$ cat src/design/bwrle_pkg.sv
// Shared types and codes for the boolean row combiner and run-length encoder.
package bwrle_pkg;

   localparam int VALUE_W = 13;
   localparam logic [VALUE_W-1:0] VALUE_MAX = {VALUE_W{1'b1}};

   localparam logic [1:0] KIND_FIRST = 2'd0;
   localparam logic [1:0] KIND_RUN   = 2'd1;
   localparam logic [1:0] KIND_END   = 2'd2;

   localparam logic [1:0] MODE_AND  = 2'd0;
   localparam logic [1:0] MODE_OR   = 2'd1;
   localparam logic [1:0] MODE_XOR  = 2'd2;
   localparam logic [1:0] MODE_PASS = 2'd3;

   localparam int WORDS_MAX = 3;

   typedef struct packed {
      logic pixel_a;
      logic pixel_b;
      logic row_end;
   } req_type;

   typedef struct packed {
      logic [1:0]         word_kind;
      logic [VALUE_W-1:0] word_value;
      logic               last_word;
   } rsp_type;

   typedef struct packed {
      logic [1:0] count;
      rsp_type    word2;
      rsp_type    word1;
      rsp_type    word0;
   } enc_words_type;

endpackage

$ cat src/design/bwrle_encode.sv
// Pixel combiner and run-length state: turns one pixel pair into up to three words.
module bwrle_encode #(
   parameter logic [bwrle_pkg::VALUE_W-1:0] RUN_CAP = 13'd4096
) (
   input  logic                     clock,
   input  logic                     reset,
   input  logic                     accept,
   input  bwrle_pkg::req_type       req_data,
   input  logic [1:0]               mode,
   output bwrle_pkg::enc_words_type words
);

   logic                            prev_ff, prev_in;
   logic [bwrle_pkg::VALUE_W-1:0]   run_ff, run_in;
   logic                            started_ff, started_in;
   logic                            pix;
   logic                            head;
   logic [bwrle_pkg::VALUE_W-1:0]   run_next;
   bwrle_pkg::rsp_type              w_head, w_run, w_end;

   always_comb begin
      case (mode)
         bwrle_pkg::MODE_AND: pix = req_data.pixel_a & req_data.pixel_b;
         bwrle_pkg::MODE_OR:  pix = req_data.pixel_a | req_data.pixel_b;
         bwrle_pkg::MODE_XOR: pix = req_data.pixel_a ^ req_data.pixel_b;
         default:             pix = req_data.pixel_a;
      endcase
   end

   always_comb begin
      head = !started_ff || (pix != prev_ff);
      if (head) begin
         run_next = bwrle_pkg::VALUE_W'(1);
      end else if (run_ff < RUN_CAP) begin
         run_next = run_ff + bwrle_pkg::VALUE_W'(1);
      end else begin
         run_next = run_ff;
      end

      w_head.word_kind  = started_ff ? bwrle_pkg::KIND_RUN : bwrle_pkg::KIND_FIRST;
      w_head.word_value = started_ff ? run_ff : {{(bwrle_pkg::VALUE_W-1){1'b0}}, pix};
      w_head.last_word  = 1'b0;

      w_run.word_kind  = bwrle_pkg::KIND_RUN;
      w_run.word_value = run_next;
      w_run.last_word  = 1'b0;

      w_end.word_kind  = bwrle_pkg::KIND_END;
      w_end.word_value = '0;
      w_end.last_word  = 1'b1;

      words.count = {1'b0, head} + {req_data.row_end, 1'b0};
      if (head) begin
         words.word0 = w_head;
         words.word1 = w_run;
         words.word2 = w_end;
      end else begin
         words.word0 = w_run;
         words.word1 = w_end;
         words.word2 = w_end;
      end
      if (!accept) begin
         words.count = 2'd0;
      end
   end

   always_comb begin
      prev_in    = prev_ff;
      run_in     = run_ff;
      started_in = started_ff;
      if (accept) begin
         prev_in = pix;
         if (req_data.row_end) begin
            run_in     = '0;
            started_in = 1'b0;
         end else begin
            run_in     = run_next;
            started_in = 1'b1;
         end
      end
   end

   always_ff @(posedge clock) begin
      if (reset) begin
         prev_ff    <= 1'b0;
         run_ff     <= '0;
         started_ff <= 1'b0;
      end else begin
         prev_ff    <= prev_in;
         run_ff     <= run_in;
         started_ff <= started_in;
      end
   end

endmodule

$ cat src/design/bwrle_outq.sv
// Four-word result queue: takes up to three words a cycle, hands out one while rsp_ready is high.
module bwrle_outq (
   input  logic                     clock,
   input  logic                     reset,
   input  bwrle_pkg::enc_words_type words,
   output logic                     space,
   output logic                     rsp_valid,
   input  logic                     rsp_ready,
   output bwrle_pkg::rsp_type       rsp_data
);

   bwrle_pkg::rsp_type  mem_ff [4];
   bwrle_pkg::rsp_type  wdata [bwrle_pkg::WORDS_MAX];
   logic [1:0]          wr_ptr_ff, wr_ptr_in;
   logic [1:0]          rd_ptr_ff, rd_ptr_in;
   logic [2:0]          count_ff, count_in;
   logic                pop;

   assign wdata[0] = words.word0;
   assign wdata[1] = words.word1;
   assign wdata[2] = words.word2;

   assign rsp_valid = (count_ff != 3'd0);
   assign rsp_data  = mem_ff[rd_ptr_ff];
   assign space     = (count_ff < 3'd2);
   assign pop       = rsp_valid && rsp_ready;

   always_comb begin
      wr_ptr_in = wr_ptr_ff + words.count;
      rd_ptr_in = rd_ptr_ff + {1'b0, pop};
      count_in  = count_ff + {1'b0, words.count} - {2'b00, pop};
   end

   always_ff @(posedge clock) begin
      for (int i = 0; i < bwrle_pkg::WORDS_MAX; i++) begin
         if (2'(i) < words.count) begin
            mem_ff[2'(wr_ptr_ff + 2'(i))] <= wdata[i];
         end
      end
   end

   always_ff @(posedge clock) begin
      if (reset) begin
         wr_ptr_ff <= '0;
         rd_ptr_ff <= '0;
         count_ff  <= '0;
      end else begin
         wr_ptr_ff <= wr_ptr_in;
         rd_ptr_ff <= rd_ptr_in;
         count_ff  <= count_in;
      end
   end

endmodule

$ cat src/design/bw_boolean_combine_rle_encoder.sv
// Top level of the boolean row combiner and run-length encoder.
// One pixel pair is taken per clock while req_ready is high. Each transaction is combined
// and encoded in the accepting cycle into a four-word result queue, whose registers feed
// rsp_. The result channel moves one word per cycle while rsp_ready is high; a pixel
// yields up to three words (first pixel, colour change, row end), and req_ready drops
// while the queue holds two or more words. Rows whose pixels mostly continue a run
// stream at one pixel per clock while rsp_ready is high. csr_ready is always high; a
// new combine_mode applies from the next pixel. Runs saturate at MAX_WIDTH (at most 8191).
module bw_boolean_combine_rle_encoder #(
   parameter int MAX_WIDTH = 4096
) (
   input  logic                clock,
   input  logic                reset,
   input  logic                req_valid,
   output logic                req_ready,
   input  bwrle_pkg::req_type  req_data,
   output logic                rsp_valid,
   input  logic                rsp_ready,
   output bwrle_pkg::rsp_type  rsp_data,
   input  logic                csr_valid,
   output logic                csr_ready,
   input  logic [1:0]          csr_data
);

   localparam int RunCapInt = (MAX_WIDTH > int'(bwrle_pkg::VALUE_MAX)) ?
                              int'(bwrle_pkg::VALUE_MAX) : MAX_WIDTH;
   localparam logic [bwrle_pkg::VALUE_W-1:0] RunCap = bwrle_pkg::VALUE_W'(RunCapInt);

   logic [1:0]               combine_mode_ff, combine_mode_in;
   logic                     accept;
   logic                     space;
   bwrle_pkg::enc_words_type words;

   assign csr_ready = 1'b1;
   assign req_ready = space;
   assign accept    = req_valid && space;

   always_comb begin
      combine_mode_in = combine_mode_ff;
      if (csr_valid && csr_ready) begin
         combine_mode_in = csr_data;
      end
   end

   always_ff @(posedge clock) begin
      if (reset) begin
         combine_mode_ff <= bwrle_pkg::MODE_PASS;
      end else begin
         combine_mode_ff <= combine_mode_in;
      end
   end

   bwrle_encode #(
      .RUN_CAP (RunCap)
   ) u_encode (
      .clock    (clock),
      .reset    (reset),
      .accept   (accept),
      .req_data (req_data),
      .mode     (combine_mode_ff),
      .words    (words)
   );

   bwrle_outq u_outq (
      .clock     (clock),
      .reset     (reset),
      .words     (words),
      .space     (space),
      .rsp_valid (rsp_valid),
      .rsp_ready (rsp_ready),
      .rsp_data  (rsp_data)
   );

endmodule

$ cat config.mk
export PLATFORM = sky130hd
export DESIGN_NAME = bw_boolean_combine_rle_encoder
export DESIGN_NICKNAME = d
export VERILOG_FILES = /design/src/design/bwrle_pkg.sv /design/src/design/bwrle_encode.sv /design/src/design/bwrle_outq.sv /design/src/design/bw_boolean_combine_rle_encoder.sv
export SDC_FILE = /design/constraint.sdc
export NUM_CORES = 1
export LEC_CHECK = 0
export ABC_CLOCK_PERIOD_IN_PS = 3200
export CORE_MARGIN = 2
export CORE_UTILIZATION = 63
export CTS_BUF_LIST = sky130_fd_sc_hd__clkbuf_8 sky130_fd_sc_hd__clkbuf_16
export CTS_CLUSTER_DIAMETER = 150
export DETAILED_ROUTE_END_ITERATION = 8
export DONT_BUFFER_PORTS = 1
export PLACE_DENSITY = 0.81
export SLEW_MARGIN = 15
export SYNTH_ARGS = -nofsm -noshare
export SYNTH_HDL_FRONTEND = slang
export SYNTH_SLANG_ARGS = --single-unit
$ cat constraint.sdc
create_clock -name clock -period 3.2 [get_ports clock]
set_input_delay 0.64 -clock clock [delete_from_list [all_inputs] [get_ports clock]]
set_output_delay 0.64 -clock clock [all_outputs]
set_load 0.1 [all_outputs]
# After elaboration in Yosys (flattened, before gate mapping)
# Memories as Yosys holds them, arrays and structs flattened. A register that Yosys moved wholly into a read port is not among the register bits.
# Cells that the tools add are included.
# word_totals
mem_count	1
ff_bits	24
mem_bits_rw	64
output_inout_bits	19
elab_cells	49
# memory_table
memory	words	word_bits	rd	rd_clocked_by_memory_dff	write_ports	line_no	rtl
u_outq.mem_ff	4	16	1	1	3	bwrle_outq.sv:12	bwrle_pkg::rsp_type mem_ff [4];
# classes
add_sub_neg	8
order_cmp	5
bitwise_logic	3
muxes	16
n_reduce_logical	6
n_eq_ne	3
# op_table
operator	count
13-bit 2-to-1 mux	4
32-bit 2-to-1 mux	1
13-bit by 1-bit adder with 13-bit output (second input constant)	1
13-bit < comparator (second input constant)	1
1-bit 2-to-1 mux	8
1-bit by 2-bit < comparator with 1-bit output (first input constant)	2
2-bit 2-to-1 mux	2
3-bit by 2-bit adder with 3-bit output	1
3-bit by 2-bit < comparator with 1-bit output (second input constant)	1
1-bit case mux with 3 select lines	1
3-bit nonzero test	1
3-bit by 1-bit subtractor with 3-bit output	1
1-bit by 2-bit adder with 2-bit output	1
2-bit by 1-bit adder with 2-bit output	1
2-bit by 1-bit adder with 2-bit output (second input constant)	1
2-bit adder	1
2-bit adder (second input constant)	1
2-bit by 1-bit equality test with 1-bit output (second input constant)	1
2-bit equality test (second input constant)	1
1-bit logical AND	2
2-bit zero test	1
2-bit < comparator (first input constant)	1
1-bit AND	1
1-bit zero test	1
4 further kinds	4

# Depth between registers and ports, before layout
# Gate-level depths: netlist (run 1).
# logic_depth
ltp_word	9
depth_mapped	13
mapped_depth_nobuf	11

# By module
# Synthesis (run 1) repeated with hierarchy kept, for this count alone.
# unflattened
cells_unflattened	657
area_unflattened_um2	5795.6
# by_module_without_submodules
module	area_each_um2	n_inst	cells_each	seq_area_each_um2
bwrle_outq	4125.2	1	428	2062.0
bwrle_encode	1582.8	1	220	300.3
bw_boolean_combine_rle_encoder	87.6	1	9	40.0

# Least setup slack after synthesis (run 1)
# OpenSTA, ideal clock, no wires.
# synth_timing
kind	reg2reg
startpoint	register u_outq.count_ff[1]
endpoint	register u_outq.count_ff[2]
setup_slack_ns	-1.293
n_path_buf	0
arrival_time_ns	4.365
path_stages_with_launch	11
synth_period_minus_slack_ns	4.493
cell_sequence	dfxtp_1 nor2_1 nand2_1 and2_1 ha_1 inv_1 ha_1 fa_1 xor2_1 xnor2_1 nor2_1
# synth_between
elab_chain_len	5
elab_cells_between_ends	7
# synth_lines
item	line_no	rtl
start, declared	bwrle_outq.sv:16	logic [2:0] count_ff, count_in;
start signal, assigned	bwrle_outq.sv:50	count_ff <= count_in;
3-bit by 2-bit < comparator with 1-bit output	bwrle_outq.sv:25	assign space = (count_ff < 3'd2);
named net req_ready	bw_boolean_combine_rle_encoder.sv:15	output logic req_ready,
1-bit logical AND	bw_boolean_combine_rle_encoder.sv:36	assign accept = req_valid && space;
2-bit 2-to-1 mux	bwrle_encode.sv:62	if (!accept) begin
3-bit by 2-bit adder with 3-bit output	bwrle_outq.sv:31	count_in = count_ff + {1'b0, words.count} - {2'b00, pop};
3-bit by 1-bit subtractor with 3-bit output	bwrle_outq.sv:31	
# The timed path passes the listed nets, and every way through them passes these cells.
# A chain may end at the register's enable or synchronous reset.

==> metrics.txt, run 1 <==
status complete, no violations; top post-synthesis cells by count dfxtp_1 (84), nand2_1 (42), a21oi_1 (27), o2bb2ai_1 (27), nor2_1 (26); Synth Flop Type dfxtp_1; row cnt 29; GPL Wtd Cong 0.868; Die Ht 85.6 um; clock latency on the worst-skew pair 370 ps; Int Power 1.89 mW; area leader, netlist dfxtp_1; CP Capture Type primary output; hold_sp reset; Max FO, Critical Path 16; R2R Setup Slk 670 ps; HPWL after DPL 6880 um; Num Clock Sinks 84; Max-Slew Margin vs Limit 36.4%; WL/cell 19.3 um; Critical-path top delay cell dfxtp_1; power share of the combinational group 38.9%; final worst slack 560 ps; Crit path max-delay family flip-flops; EDFF count, synth 0; count of hold-fix buffers inserted at cts 0; Critical Path AT 2000 ps; Syn Area/Cell 9.51 sq um; worst hold slack 329 ps; # fillers 495; Synth cell types 62; total power 3.38 mW; Worst Tran Pin Value 950 ps; Post-CTS Resized 0; initial core utilization 65.7%; NetSw 1.49 mW; worst slack, placed 227 ps; Critical Path Max Stage Delay 890 ps; Final Hold Violating Endpoints 0; VDD IR max 0.952 mV; Die X 85.6 um; worst r2r src combine_mode_ff[0]; FF-to-FF path depth 9; most common cell in the synthesized netlist dfxtp_1; H-tree lvl count 3; Crit path depth 1; main area contributors after synthesis dfxtp_1 (40%), mux4_2 (8.6%), o2bb2ai_1 (5.6%); Hold Path Class primary input to flop; post-CTS setup buffers 0; first-pass GRT wire length 16,500 um; core area 6390 sq um; critical-path cell list mux4_2; Max Clk Rate 379 MHz; register area share after synthesis 40.1%; leak pwr 1.57 nW; Placed Area 4280 sq um; IO Port Bufs 0; post-route setup TNS 0 ps; max-cap violations 0; clock skew 10.5 ps; Seq pwr share 38.5%; Synthesized Nets 460; Hold Crit Endpoint u_encode.run_ff[11]; register bit total from synthesis 84; minimum clock period 2640 ps; Bufs on Longest Clock Path 2; root buffer cell clkbuf_8; Syn. warnings 0; unrepaired setup endpoints after global routing no; ys async rst share 0%; routed via count 3,496; gr usage total 28.8%; largest net degree at the start of global routing 28; antenna violations before repair 0; initial DRC count 329; crit path launch type flop; post-route ant nets 0; GRT overflow 0; Cell Area, Synth 4190 sq um; depth of the worst hold-timing path 1; share of cells above drive strength 1 13.4%; DR vias/cell 6.78; Num CTS Buffers 9; I/O pin count 29; drt pass-1 iters 5; post-route cell area 4480 sq um; worst path required time 2560 ps; Switching Fraction 44.1%; critical path class flop to primary output; Max Slew Vio Count 0; cells after synthesis 441; Reg clk slew, reported paths 100 ps; Clock power frac 22.6%; total die area 7330 sq um; final period utilization 82.5%; # diodes 0; vias in the first global route 3,230; # DRC 0; Area Overhead vs Synth 6.71%; reg2reg end u_outq.count_ff[2]; WP buf/inv 0; Power Density 754 nW/um^2; routed wire length 9980 um; setup violators final 0; TritonCTS clock tree yes; Yosys top cell area share 40.1%; fin nets 453
per-stage QoR:
step	util, %	cells
floorplan	-	441
global placement	66.9	500
detailed placement	66.9	500
CTS	70.1	516
global route	70.1	516
finish	70.1	516
power groups by stage:
stage	clock network [mW]	registers, mW	logic (mW)
after floorplan	0	1.24	1.11
final	0.763	1.30	1.31
after global routing	0.821	1.31	1.41
after detailed placement	0	1.32	1.30
after global placement	0	1.31	1.27
after CTS	0.774	1.29	1.31
cells by family after synthesis:
logic type      after synthesis  share of synthesized area (%)
mux                          24                           10.7
flops                        84                           40.1
compound gates              126                           22.1
other cells                   1                         0.0894
simple gates                136                           16.7
buf+inv                      49                           4.92
xor+xnor                     12                           2.51
fa+ha+maj                     9                           2.86
worst max-delay path by stage:
stage                              from            endpoint
finish              u_outq.rd_ptr_ff[1]        rsp_data[12]
CTS                 u_outq.rd_ptr_ff[1]        rsp_data[11]
global route                req_data[1]  u_outq.count_ff[2]
detailed placement          req_data[1]  u_outq.count_ff[2]
floorplan            u_outq.count_ff[1]  u_outq.count_ff[2]
global placement            req_data[1]  u_outq.count_ff[2]
flip-flops by register name (all words and copies together) (netlist names):
signal and flops:
combine_mode_ff 2, u_encode.run_ff 13, u_encode.prev_ff 1, u_outq.count_ff 3
u_outq.mem_ff 60, u_outq.wr_ptr_ff 2, u_outq.rd_ptr_ff 2, u_encode.started_ff 1
layer usage:
metal	up-vias	part of all wire (%)	global-route usage [%]
met1	1694	42	39.4
li1	1631	-	-
met3	12	7.6	6.54
met4	0	0.92	8.08
met2	159	49	46.1
met5	-	0	0
area by class of cell:
cell class              instances  area [sq um]  share of cell area, %
clock buffers                   9           124                   2.77
repair buffers                 14           118                   2.63
well taps                      77          96.3                   2.15
flip-flops and latches         84          1680                   37.6
multi-input cells             308          2320                   51.7
clock inverters                 7          76.3                   1.71
inverters                      17          63.8                   1.43
layout by cell type, fill, tap and decap left out, types with 3 or more instances in the layout:
cell type | synthesis | layout
dfxtp_1 | 84 | 84
nand2_1 | 42 | 41
a21oi_1 | 27 | 27
o2bb2ai_1 | 27 | 27
nor2_1 | 26 | 25
o21ai_0 | 17 | 17
mux4_2 | 16 | 16
inv_1 | 15 | 15
nor3_1 | 14 | 14
a22o_1 | 13 | 13
buf_4 | 2 | 13
clkbuf_8 | 0 | 9
or3_1 | 8 | 8
xnor2_1 | 8 | 8
ha_1 | 8 | 8
nand4_1 | 7 | 7
o211ai_1 | 7 | 7
mux2i_1 | 6 | 6
nand3_1 | 6 | 6
nor2b_1 | 6 | 6
or4_1 | 5 | 5
nor3b_1 | 5 | 5
and2_1 | 4 | 4
o21a_1 | 4 | 4
xor2_1 | 4 | 4
nand2b_1 | 3 | 3
a221oi_1 | 3 | 3
a32o_1 | 3 | 3
inv_8 | 0 | 3
Power figures use the tool's default switching activity.
==> run 2: changes to the inputs <==
ABC_CLOCK_PERIOD_IN_PS = 2650   (was 3200)
clock period = 2.65 ns   (was 3.2 ns; I/O delays follow)
==> run 2 against run 1 <==
  * Flip-flop and latch count did not move
  * Clock skew rose by 2.8 ps
  * Critical endpoint is now u_outq.mem_ff[3][7]
  * Non-clock buffer count rose by 9
  * Power rose by 23%
  * Sequential power rose by 19%
  * Wire length fell by 1.2%
  * Core utilization rose by 2.0 points
  * Clock power rose by 20%
==> metrics.txt, run 2 (synthesized netlist as in run 1, its figures left out) <==
status complete, no violations; Max FO, Critical Path 12; Die Ht 85.6 um; IO Port Bufs 0; clock skew 13.4 ps; HPWL after DPL 6900 um; Max Clk Rate 418 MHz; total power 4.16 mW; Critical Path Max Stage Delay 440 ps; TritonCTS clock tree yes; final worst slack 256 ps; leak pwr 1.62 nW; GRT overflow 0; Bufs on Longest Clock Path 2; Critical Path AT 2670 ps; row cnt 29; count of hold-fix buffers inserted at cts 0; drt pass-1 iters 5; crit path launch type flop; clock latency on the worst-skew pair 360 ps; Placed Cells incl. Taps 509; CP Capture Type flop; post-route ant nets 0; antenna violations before repair 0; Area Overhead vs Synth 9.76%; post-route setup TNS 0 ps; critical path class flop to flop; most common cell after layout, fill and taps aside dfxtp_1; Num CTS Buffers 9; post-CTS setup buffers 0; initial core utilization 65.7%; Post-Layout Cell Count 525; total die area 7330 sq um; DR vias/cell 6.70; VDD IR max 1.23 mV; Power Density 904 nW/um^2; final period utilization 90.3%; R2R Setup Slk 260 ps; Max-Slew Margin vs Limit 60.3%; gr usage total 28.1%; worst slack, placed 58.8 ps; vias in the first global route 3,316; H-tree lvl count 3; GPL Wtd Cong 0.882; Largest regs u_outq.mem_ff x60, u_encode.run_ff x13, u_outq.count_ff x3; Num Clock Sinks 84; Worst Tran Pin Value 595 ps; # DRC 0; Post-CTS Resized 0; routed wire length 9860 um; Crit path max-delay family multiplexers; core area 6390 sq um; fin nets 462; Max Slew Vio Count 0; routed via count 3,517; flip-flop count of the largest register after layout 60; initial DRC count 340; I/O pin count 29; # fillers 450; first-pass GRT wire length 16,200 um; Hold Path Class primary input to flop; share of cells above drive strength 1 16.7%; setup violators final 0; commonest non-fill, non-tap cells in the layout dfxtp_1 (84), nand2_1 (41), o2bb2ai_1 (27), a21oi_1 (26), nor2_1 (25); Largest Register u_outq.mem_ff; Final Hold Violating Endpoints 0; Reg clk slew, reported paths 80 ps; # diodes 0; Die X 85.6 um; Critical-path top delay cell dfxtp_1; max-cap violations 0; unrepaired setup endpoints after global routing no; largest net degree at the start of global routing 28; critical-path cell list mux2i_2 -> mux2_4 -> nand4_4 -> buf_4 -> o2111a_1 -> nand2_1 -> o2bb2ai_1; WP buf/inv 1; WL/cell 18.8 um; root buffer cell clkbuf_8; minimum clock period 2390 ps; worst path required time 2930 ps
-- run 2: cell types whose count changed in the layout (fill, tap and decap cells not counted), moves of 2 or more --
cell | previous run | this run
buf_4 | 13 | 22
inv_8 | 3 | 0
clkinvlp_4 | 0 | 2
ha_1 | 8 | 6
inv_6 | 1 | 3
-- run 2: metal layers --
layer	part of all wire, %	global-route usage [%]	vias up	wire, um
li1	-	-	1652	-
met1	44	39.3	1711	4350
met2	47	44.0	131	4630
met3	6.4	4.43	23	633
met4	2.5	11.3	0	243
met5	0	0	-	0
-- run 2: area by class of cell --
class	instances	area [sq um]	area share, %
Clock inverter	7	75.1	1.63
Clock buffer	9	124	2.69
Sequential cell	84	1680	36.5
Timing Repair Buffer	23	185	4.02
Multi-Input combinational cell	308	2360	51.3
Tap cell	77	96.3	2.09
Inverter	17	81.3	1.77
-- run 2: power breakdown --
part	internal, mW	switching, mW
registers	1.40	0.148
clock network	0.440	0.478
logic	0.566	1.13
total	2.41	1.75
-- run 2: worst paths after layout --
path                       startpoint                   to  depth (start not counted)
hold / removal                  reset     u_encode.prev_ff                          1
setup / recovery   combine_mode_ff[0]  u_outq.mem_ff[3][7]                          7
hold reg to reg   u_outq.mem_ff[0][3]  u_outq.mem_ff[0][3]                          2
setup reg to reg   combine_mode_ff[0]  u_outq.mem_ff[3][7]                          7
-- run 2: through the flow --
stage | area (sq um) | hold slack, ps | utilization [%]
5_1_grt | 4600 | 229 | 72.1
3_5_place_dp | 4400 | 446 | 69.0
2_1_floorplan | 4280 | 427 | -
3_3_place_gp | 4400 | 435 | 69.0
4_1_cts | 4600 | 224 | 72.1
6_report | 4600 | 237 | 72.1
-- run 2: worst reg2reg max path, stage by stage (launching register included) --
cell and delay, ps:
dfxtp_1 440, mux2i_2 320, mux2_4 370, nand4_4 110, buf_4 190, o2111a_1 420
nand2_1 260, o2bb2ai_1 200
